### src/ip_address_rule_matcher_top_macros.svh
// ============================================================================
// IP address rule matcher assertion macros
// Shared concurrent assertion shorthands for the rule matcher RTL.
// ============================================================================
`ifndef IP_ADDRESS_RULE_MATCHER_TOP_MACROS_SVH
`define IP_ADDRESS_RULE_MATCHER_TOP_MACROS_SVH

// Same-cycle implication, disabled while reset is high
`define IPARM_ASSERT_IMP(label, clk, rst, ante, cons) \
   label: assert property (@(posedge clk) disable iff (rst) (ante) |-> (cons)) \
      else $error("iparm assertion failed");

// Next-cycle implication, disabled while reset is high
`define IPARM_ASSERT_NXT(label, clk, rst, ante, cons) \
   label: assert property (@(posedge clk) disable iff (rst) (ante) |=> (cons)) \
      else $error("iparm assertion failed");

`endif

### src/iparm_ram.sv
// ============================================================================
// IP address rule matcher generic RAM
// Single write port, single read port, registered read data.
// ============================================================================
module iparm_ram #(
   parameter int WIDTH = 8,
   parameter int DEPTH = 16
) (
   input  logic                                   clock,
   input  logic                                   wr_en,
   input  logic [((DEPTH > 1) ? $clog2(DEPTH) : 1)-1:0] wr_addr,
   input  logic [WIDTH-1:0]                       wr_data,
   input  logic [((DEPTH > 1) ? $clog2(DEPTH) : 1)-1:0] rd_addr,
   output logic [WIDTH-1:0]                       rd_data
);

   logic [WIDTH-1:0] mem_ff [DEPTH];
   logic [WIDTH-1:0] rd_data_ff;

   // Write one word, read one word per cycle
   always_ff @(posedge clock) begin
      if (wr_en) begin
         mem_ff[wr_addr] <= wr_data;
      end
      rd_data_ff <= mem_ff[rd_addr];
   end

   assign rd_data = rd_data_ff;

endmodule

### config.mk
export PLATFORM = sky130hd
export DESIGN_NAME = iparm_ram
export DESIGN_NICKNAME = d
export VERILOG_FILES = /design/src/ip_address_rule_matcher_top_macros.svh /design/src/iparm_ram.sv
export SDC_FILE = /design/constraint.sdc
export NUM_CORES = 1
export LEC_CHECK = 0
export ABC_CLOCK_PERIOD_IN_PS = 1900
export BUFFER_PORTS_ARGS = -buffer_cell sky130_fd_sc_hd__clkbuf_2
export CAP_MARGIN = 15
export CELL_PAD_IN_SITES_DETAIL_PLACEMENT = 2
export CELL_PAD_IN_SITES_GLOBAL_PLACEMENT = 2
export CORE_MARGIN = 2
export CORE_UTILIZATION = 25
export DETAILED_ROUTE_END_ITERATION = 8
export PLACE_DENSITY_LB_ADDON = 0.12
export RECOVER_POWER = 50
export SLEW_MARGIN = 20
export SYNTH_ARGS = -nofsm -noshare
export SYNTH_HDL_FRONTEND = slang
export SYNTH_SLANG_ARGS = --single-unit
### constraint.sdc
create_clock -name clock -period 1.9 [get_ports clock]
set_clock_uncertainty 0.2 [all_clocks]
set_input_delay 0.095 -clock clock [delete_from_list [all_inputs] [get_ports clock]]
set_output_delay 0.095 -clock clock [all_outputs]
set_load 0.01 [all_outputs]
Word level (Yosys, flattened, before mapping):

Memory sizes are Yosys's and may differ from the RTL's. A register that Yosys moved wholly into a read port is not among the register bits.
Index checks and enable logic that the tools add are counted.

* flip-flop bits (word level): 0
* memory bits (writable): 128
* bits of input ports: 18
* output and inout bits: 8
* word-level logic and storage cells: 3
* memories: 1

Memory list
* mem_ff: depth 16, width 8, read ports 1, clocked after Yosys merged registers in 1, write ports 1, line iparm_ram.sv:17 `logic [WIDTH-1:0] mem_ff [DEPTH];`

* multiplexer cells: 2

Operator list (count)
* 1-bit 2-to-1 mux: 2

Depth between registers and ports, before layout:

Gate-level depths: netlist of run 1.

* depth after elaboration: 2
* mapped depth: 5
* depth with buffers taken out: 3

Worst setup path after synthesis of run 1:

No wires, ideal clock.

* kind: input to register
* start point: input wr_addr[2] (netlist bit)
* end point: memory mem_ff[0][0], enable pin
* library setup time: 383 ps
* data arrival time: 1205 ps
* data required time: 1317 ps
* setup slack: 112 ps
* stages on the path: 2
* path buffers: 0
* path through: or3b_2 nor3_1

RTL lines
* start: declaration: line iparm_ram.sv:11 `input logic [((DEPTH > 1) ? $clog2(DEPTH) : 1)-1:0] wr_addr,`
* end: declaration: line iparm_ram.sv:17

No word-level cell before the write port.

==> results, run 1 <==
- The peak clock frequency supported by timing is 0.6192 GHz.
- The die is 147.5 µm wide.
- The clock period minus worst slack is 1.615 ns.
- After floorplanning, the core was sized to cover 20230 µm².
- After layout, the design draws a total of 6.875 mW.
- At the pin with the least slew margin, the transition time is 0.9366 ns.
- For this configuration, the core starts out at a cell density of 25.44%.
- The share of layout cells above drive strength 1 is 26.60%.
- TritonCTS built the clock tree.
- The ratio of total power to cell area is 1076 nW/µm².
- The number of setup buffers added after CTS is 0.
- The number of failing setup endpoints in the final timing report is 0.
- The depth of the CTS H-tree is 4.
- Summing the areas of all and, or, nand and nor instances in the mapped netlist gives 3.184% of the synthesized area.
- Setup slack on the critical path of the routed design comes to 0.2849 ns.
- Data arrives at the worst endpoint at 1.71 ns.
- The number of antenna violations at the first check in global routing is 0.
- The total congestion overflow is 0.
- The number of nets with antenna violations after detailed routing is 0.
- 0 antenna diodes ended up in the layout.
- The worst pin sits at a relative slew slack of 37.43%.
- The clock sink count is 136.
- The largest fanout of any net on the critical path is 1.
- The final layout contains 317 nets.
- STA puts the critical path data required time at 2.00 ns.
- The number of buffers between clock root and the deepest sink is 2.
- The cell type contributing the most total cell area after synthesis is sky130_fd_sc_hd__edfxtp_1.
- The max capacitance violation total is 0.
- The via count of the first global-routing pass is 2861.
- The first detailed-routing pass took 4 iterations.
- The routed wire length per instance is 22.20 µm.
- The count of input and output buffers is 25.
- Among all flip-flop cells after synthesis, the most frequent one is sky130_fd_sc_hd__edfxtp_1.
- The instance area at placement is 5797 µm².
- The post-route non-filler standard cell count is 582.
- The slowest library cell on the worst path is sky130_fd_sc_hd__mux4_2.
- The number of nets in the synthesized netlist is 247.
- The proportion of synthesized area in mux cells is 15.02%.
- After detailed routing, the number of vias per cell comes to 4.387.
- In the post-synthesis netlist, the biggest area contributors are sky130_fd_sc_hd__edfxtp_1, sky130_fd_sc_hd__mux4_2, sky130_fd_sc_hd__mux4_1, sky130_fd_sc_hd__dfxtp_1, sky130_fd_sc_hd__a22oi_1.
- In this run, synthesis produced a sequential element count of 136.
- The critical path goes through mux4_2 > a22oi_1 > nand2_1.
- The flow ran to the end, and the final reports show no timing, DRC or antenna violations.
- The number of distinct standard cells referenced by the synthesized netlist is 19.
- The die covers 21750 µm².
- The number of top-level design ports is 26.
- The post-synthesis instance total is 229.
- Grouping stages by cell kind, the critical path spends the most delay in multiplexers.
- The number of buffers inserted during clock tree synthesis is 17.
- The detailed-route via count is 2553.
- Routability-driven placement finished with a final weighted congestion of 0.6562.
- The first global-routing pass estimated 19500 µm of wire.
- The worst supply voltage drop on vdd is 0.4825 mV.
- The worst-case setup slack after placement is 0.1166 ns.
- The kind of end point of the critical path is a flip-flop.
- The number of enable flip-flop cells after synthesis is 128.
- The placement row count is 52.
- The post-placement cell count is 542.
- Yosys printed 0 warnings.
- The delay of the slowest cell on the worst path is 0.48 ns.
- After synthesis, the mean cell area works out to 22.48 µm².
- Entering global routing, the biggest net connects 17 pins.
- Clock tree synthesis selected as its root buffer the cell sky130_fd_sc_hd__clkbuf_16.
- The layout filler cell count is 2009.
- The count of final hold-check violations was 0.
- The iteration-0 DRC count of the detailed router is 155.
- For this run, the register share of the synthesized area comes to 77.78%.
- For this design the static power due to leakage is 2.081 nW.
- The adder-cell area share of the yosys netlist is 0%.
- The clock slew seen by the registers of the worst setup and hold paths is 0.06 ns.
- The max-slew violation count is 0.
- Setup repair after global routing left no endpoint under its margin.
- Across every metal layer, demand over resource in global routing totals 12.96%.
- The sum of buffers and inverters on the critical path is 0.
- The worst setup path is launched from a flip-flop.
- In this run the worst hold path is classified as primary input to flip-flop.
- The combinational family with the most area after synthesis is multiplexers.
- The netlist area before placement is 5147 µm².
- The area share of xor/xnor cells in the synthesized design is 0%.
- After synthesis, the share of flip-flops with an asynchronous set or reset is 0%.
- For the worst-skew pair, the clock arrives at the later sink with an insertion delay of 0.42 ns.
- Summing the areas of all compound-gate instances in the mapped netlist gives 2.333% of the synthesized area.
- The sum of negative setup slack is 0 ns.
- The post-route cell area is 6389 µm².
- After detailed routing, the total wire length is 12920 µm.
- The detailed-route DRC error count is 0.
- The setup path with the least slack is of type flip-flop to flip-flop.
- Summed over all nets, the half-perimeter wirelength after detailed placement is 8401 µm.
- The part of the cycle the worst path needs is 85.01%.
- Once the clock tree was built, the resizer swapped 0 gates to a different size.
- The floorplan die height is 147.5 µm.
- The portion of synthesized cell area occupied by the leading cell type is 74.67%.
- Relative to the synthesized area, the layout overhead comes to 24.11%.
-- sequential cells by signal (all words and copies together), names as in the netlist --
| register | flops |
|---|---|
| rd_data | 8 |
| mem_ff | 128 |
-- worst register-to-register path: stages (launching register included) --
cell                       delay (ns)
sky130_fd_sc_hd__edfxtp_1        0.37
sky130_fd_sc_hd__mux4_2          0.48
sky130_fd_sc_hd__a22oi_1         0.35
sky130_fd_sc_hd__nand2_1         0.09
-- area by class of cell --
class	count	area (µm²)	share of cell area [%]
clock inverters	15	145.1	2.272
multi-input cells	83	1057	16.55
well taps	270	337.8	5.288
clock buffers	17	425.4	6.659
flip-flops and latches	136	4004	62.67
repair buffers	61	419.2	6.561
-- worst paths after layout --
kind | start | end | slack (ns) | cells past startpoint
min | wr_addr[1] | mem_ff[0][1]$_DFFE_PP_ | 0.07 | 3
min reg2reg | mem_ff[13][0]$_DFFE_PP_ | rd_data[0]$_DFF_P_ | 0.48 | 3
max | mem_ff[3][4]$_DFFE_PP_ | rd_data[4]$_DFF_P_ | 0.28 | 3
max reg2reg | mem_ff[3][4]$_DFFE_PP_ | rd_data[4]$_DFF_P_ | 0.28 | 3
-- layer usage --
layer	routed length [µm]	vias up	global-route usage, %
li1	-	1119	-
met1	6106	1375	17.18
met2	6284	49	20.68
met3	360	10	3.426
met4	167	0	4.615
met5	0	-	0
-- power by group --
part	switching, mW	internal (mW)
Clock	1.32	1.82
Sequential	0.0195	3.35
Combinational	0.204	0.156
-- placed cells by master (no fill, tap or decap), types with 6 or more instances in the layout --
cell type                       count
sky130_fd_sc_hd__nand2_1            9
sky130_fd_sc_hd__clkbuf_2          17
sky130_fd_sc_hd__mux4_1            14
sky130_fd_sc_hd__buf_4             10
sky130_fd_sc_hd__clkbuf_1          21
sky130_fd_sc_hd__dfxtp_1            8
sky130_fd_sc_hd__clkbuf_16         17
sky130_fd_sc_hd__clkinvlp_4         6
sky130_fd_sc_hd__mux4_2            18
sky130_fd_sc_hd__dlygate4sd3_1      8
sky130_fd_sc_hd__nor2_1            13
sky130_fd_sc_hd__edfxtp_1         128
sky130_fd_sc_hd__a22oi_1           16
-- metrics by stage --
stage,util [%],hold WS [ns]
floorplan,-,-0.006131
global placement,28.65,0.2932
detailed placement,28.65,0.2962
CTS,31.86,0.04026
global route,31.57,0.07472
finish,31.57,0.07382
-- cells by family (layout without fill, tap and decap cells) --
| family | after synthesis | in the layout |
|---|---|---|
| DFF | 136 | 136 |
| buffers and inverters | 10 | 93 |
| muxes | 32 | 32 |
| AOI/OAI and AO/OA | 16 | 16 |
| and+or+nand+nor | 35 | 35 |
-- Yosys cell counts, types with 2 or more instances --
| master | instances |
|---|---|
| sky130_fd_sc_hd__nor3_1 | 4 |
| sky130_fd_sc_hd__mux4_2 | 18 |
| sky130_fd_sc_hd__nor2_1 | 13 |
| sky130_fd_sc_hd__nand2b_1 | 2 |
| sky130_fd_sc_hd__buf_2 | 3 |
| sky130_fd_sc_hd__clkdlybuf4s25_2 | 3 |
| sky130_fd_sc_hd__nand3b_1 | 2 |
| sky130_fd_sc_hd__buf_6 | 3 |
| sky130_fd_sc_hd__a22oi_1 | 16 |
| sky130_fd_sc_hd__mux4_1 | 14 |
| sky130_fd_sc_hd__edfxtp_1 | 128 |
| sky130_fd_sc_hd__dfxtp_1 | 8 |
| sky130_fd_sc_hd__nand2_1 | 9 |
-- timing repair --
item | in CTS | in global routing
endpoints found under the setup margin | 0 | 0
hold buffers | 8 | 0
hold endpoints to repair | 128 | 0
Note: power is estimated with default switching activity, not from simulation.
==> run 2: changes to the inputs <==
Settings changed: CORE_UTILIZATION 25 to 48.
==> run 2 against run 1 <==
Critical endpoint is now mem_ff[4][5]$_DFFE_PP_; wire length grew 12%; worst setup slack lost 0.16 ns; sequential power is essentially flat; clock-buffer cell count grew 2; die area shrank 47%; cell area shrank 2.0%; first-iteration DRC count grew 23%; non-clock buffer count is the same; highest routed layer unchanged; critical path depth grew 2; fmax shrank 9.2%; power grew 3.7%.
==> results, run 2 (synthesis results as in run 1) <==
- The number of antenna violations at the first check in global routing came to 0.
- The count of final hold-check violations is 0.
- The run finished with clean final reports.
- The placement row count is 37.
- The uppermost signal routing layer after detailed routing is met4.
- The element type at the critical path start is a primary input.
- The routed length on met2 is 7499 µm.
- The number of nets at the end of the flow is 317.
- The instance area at placement is 5562 µm².
- The global-route wire length before repair is 21220 µm.
- The analysis attributes to net switching a power of 1.606 mW.
- In this run, CTS created clock tree buffers numbering 17.
- Data on the critical path is required at its endpoint by 1.93 ns.
- The static leakage is 2.138 nW.
- The max-slew violation count was 0.
- The tightest hold path in the finished design has a slack of 0.01760 ns.
- The worst-case setup slack after placement is 0.1206 ns.
- The clock tree from TritonCTS is yes.
- At the worst endpoint, the arrival time is 1.81 ns.
- The number of nets with antenna violations after detailed routing is 0.
- Across the VDD grid, the largest voltage drop is 0.8104 mV.
- The floorplan die height is 107.6 µm.
- The share of total power dissipated in sequential elements is 47.5%.
- The total iterations of the first detailed-routing run is 4.
- In the layout the commonest cells are sky130_fd_sc_hd__edfxtp_1, sky130_fd_sc_hd__buf_4, sky130_fd_sc_hd__mux4_2.
- The via count of the first global-routing pass is 2997.
- The worst hold path belongs to the class primary input to flip-flop.
- The area growth from synthesis to layout is 21.61%.
- The sum of negative setup slack is 0 ns.
- Derived from the worst setup path, the maximum achievable clock frequency is 0.5620 GHz.
- The total congestion overflow is 0.
- The number of failing setup endpoints in the final timing report is 0.
- The iteration-0 DRC count of the detailed router is 191.
- Cells fill 60.36% of the core in the end.
- The clock period minus worst slack is 1.779 ns.
- Using the TritonRoute via totals, the vias-per-cell ratio works out to 5.938.
- For this block, wires on met1 add up to 6031 µm.
- For this block, the routed nets add up to 14470 µm of wire.
- After clock tree synthesis, the clock-pin slew on the worst setup and hold paths is 0.06 ns.
- In this run the deepest clock path goes through 2 buffers.
- The largest fanout of any net on the critical path is 8.
- Clock tree synthesis selected as its root buffer the cell sky130_fd_sc_hd__clkbuf_8.
- The effective utilization at floorplan is 49.64%.
- The detailed-route DRC error count is 0.
- Detailed placement ended at an HPWL of 8120 µm.
- The flip-flop count of the largest register after layout is 128.
- The number of post-CTS setup repair buffers is 0.
- The global-route usage over all layers is 27.69%.
- The max capacitance violation total is 0.
- Buffers placed on the I/O ports in this run total 25.
- The placeable core area is 10370 µm².
- The kind of end point of the critical path is a flip-flop.
- The routed wire length per instance is 32.29 µm.
- The depth of the CTS H-tree is 4.
- In this run switching power makes up 22.52% of total power.
- The worst reg-to-reg path cell count is 3.
- The internal portion of the total power is 5.524 mW.
- The combinational group share of total power is 5.2%.
- Entering global routing, the biggest net connects 23 pins.
- The measured slew at the worst slew-check pin is 0.8381 ns.
- Measured along the x axis, the die boundary spans 107.6 µm.
- The ratio of total power to cell area is 1139 nW/µm².
- The relative slew slack is 44.12%.
- The die covers 11570 µm².
- The worst setup path category is primary input to flip-flop.
- The final critical-path setup slack is 0.1206 ns.
- The part of the cycle the worst path needs is 93.65%.
- The share of layout cells above drive strength 1 is 28.21%.
- The clock sink count is 136.
- The clock network burns 47.4% of the power.
- The most common cell after layout, fill and taps aside is sky130_fd_sc_hd__edfxtp_1.
- Setup repair after global routing left no endpoint under its margin.
- The routability-driven placement congestion ratio is 0.7002.
- The worst register-to-register path has a setup slack of 0.22 ns.
- The number of top-level design ports is 26.
- The number of antenna diodes in the final layout is 0.
- Ranked by flip-flop count, first place goes to mem_ff.
- The post-route cell area is 6260 µm².
- Clock latency on the worst-skew pair, taken at its later pin, is 0.53 ns.
- The detailed-route via count is 2660.
- Wire segments on met3 add up to 552 µm in the final route.
- The worst hold path was traced through 5 stages.
-- run 2: cell count changes in the layout (fill, tap and decap cells not counted), moves of 3 or more --
cell | before | now
sky130_fd_sc_hd__clkbuf_1 | 21 | 12
sky130_fd_sc_hd__buf_12 | 5 | 2
sky130_fd_sc_hd__inv_6 | 5 | 2
sky130_fd_sc_hd__dlygate4sd3_1 | 8 | 12
sky130_fd_sc_hd__clkinvlp_4 | 6 | 2
sky130_fd_sc_hd__buf_4 | 10 | 21
-- run 2: worst paths after layout --
path                      startpoint                      to
max reg2reg   mem_ff[0][2]$_DFFE_PP_      rd_data[2]$_DFF_P_
min                       rd_addr[3]      rd_data[4]$_DFF_P_
max                       wr_addr[0]  mem_ff[4][5]$_DFFE_PP_
min reg2reg  mem_ff[14][2]$_DFFE_PP_      rd_data[2]$_DFF_P_
-- run 2: layer usage --
layer | vias up | global-route usage [%]
met5 | - | 0
met4 | 0 | 11.08
met3 | 21 | 5.508
met2 | 80 | 46.45
met1 | 1446 | 35.66
li1 | 1113 | -
-- run 2: repair_timing --
item | 4_1_cts | 5_1_grt
gates resized for setup | 0 | 0
hold buffers | 12 | 0
endpoints found under the hold margin | 163 | 0
setup endpoints to repair | 0 | 0
-- run 2: layout make-up --
| class | instances | area (µm²) |
|---|---|---|
| clock inverter | 13 | 171.4 |
| timing repair buffer | 61 | 435.4 |
| sequential | 136 | 4004 |
| fill | 835 | 4110 |
| tap | 136 | 170.2 |
| multi-input combinational | 83 | 1057 |
| clock buffer | 19 | 421.7 |
-- run 2: per-stage QoR --
step | std cells | total power, mW
5_1_grt | 448 | 7.302
4_1_cts | 448 | 7.168
3_5_place_dp | 404 | 3.786
6_report | 448 | 7.130
2_1_floorplan | 229 | 3.610
3_3_place_gp | 404 | 3.757
-- run 2: critical path, cell delays in order --
cell and delay (ns):
sky130_fd_sc_hd__dlygate4sd3_1 0.53, sky130_fd_sc_hd__clkbuf_1 0.19, sky130_fd_sc_hd__nor3_1 0.21, sky130_fd_sc_hd__dlygate4sd3_1 0.58
sky130_fd_sc_hd__buf_4 0.19
-- run 2: power groups by stage --
stage / logic (mW) / clock network, mW / registers [mW]
after CTS: 0.376 / 3.41 / 3.38
after detailed placement: 0.343 / 0 / 3.44
after global routing: 0.397 / 3.52 / 3.39
final: 0.369 / 3.38 / 3.38
after global placement: 0.322 / 0 / 3.43
after floorplan: 0.170 / 0 / 3.44
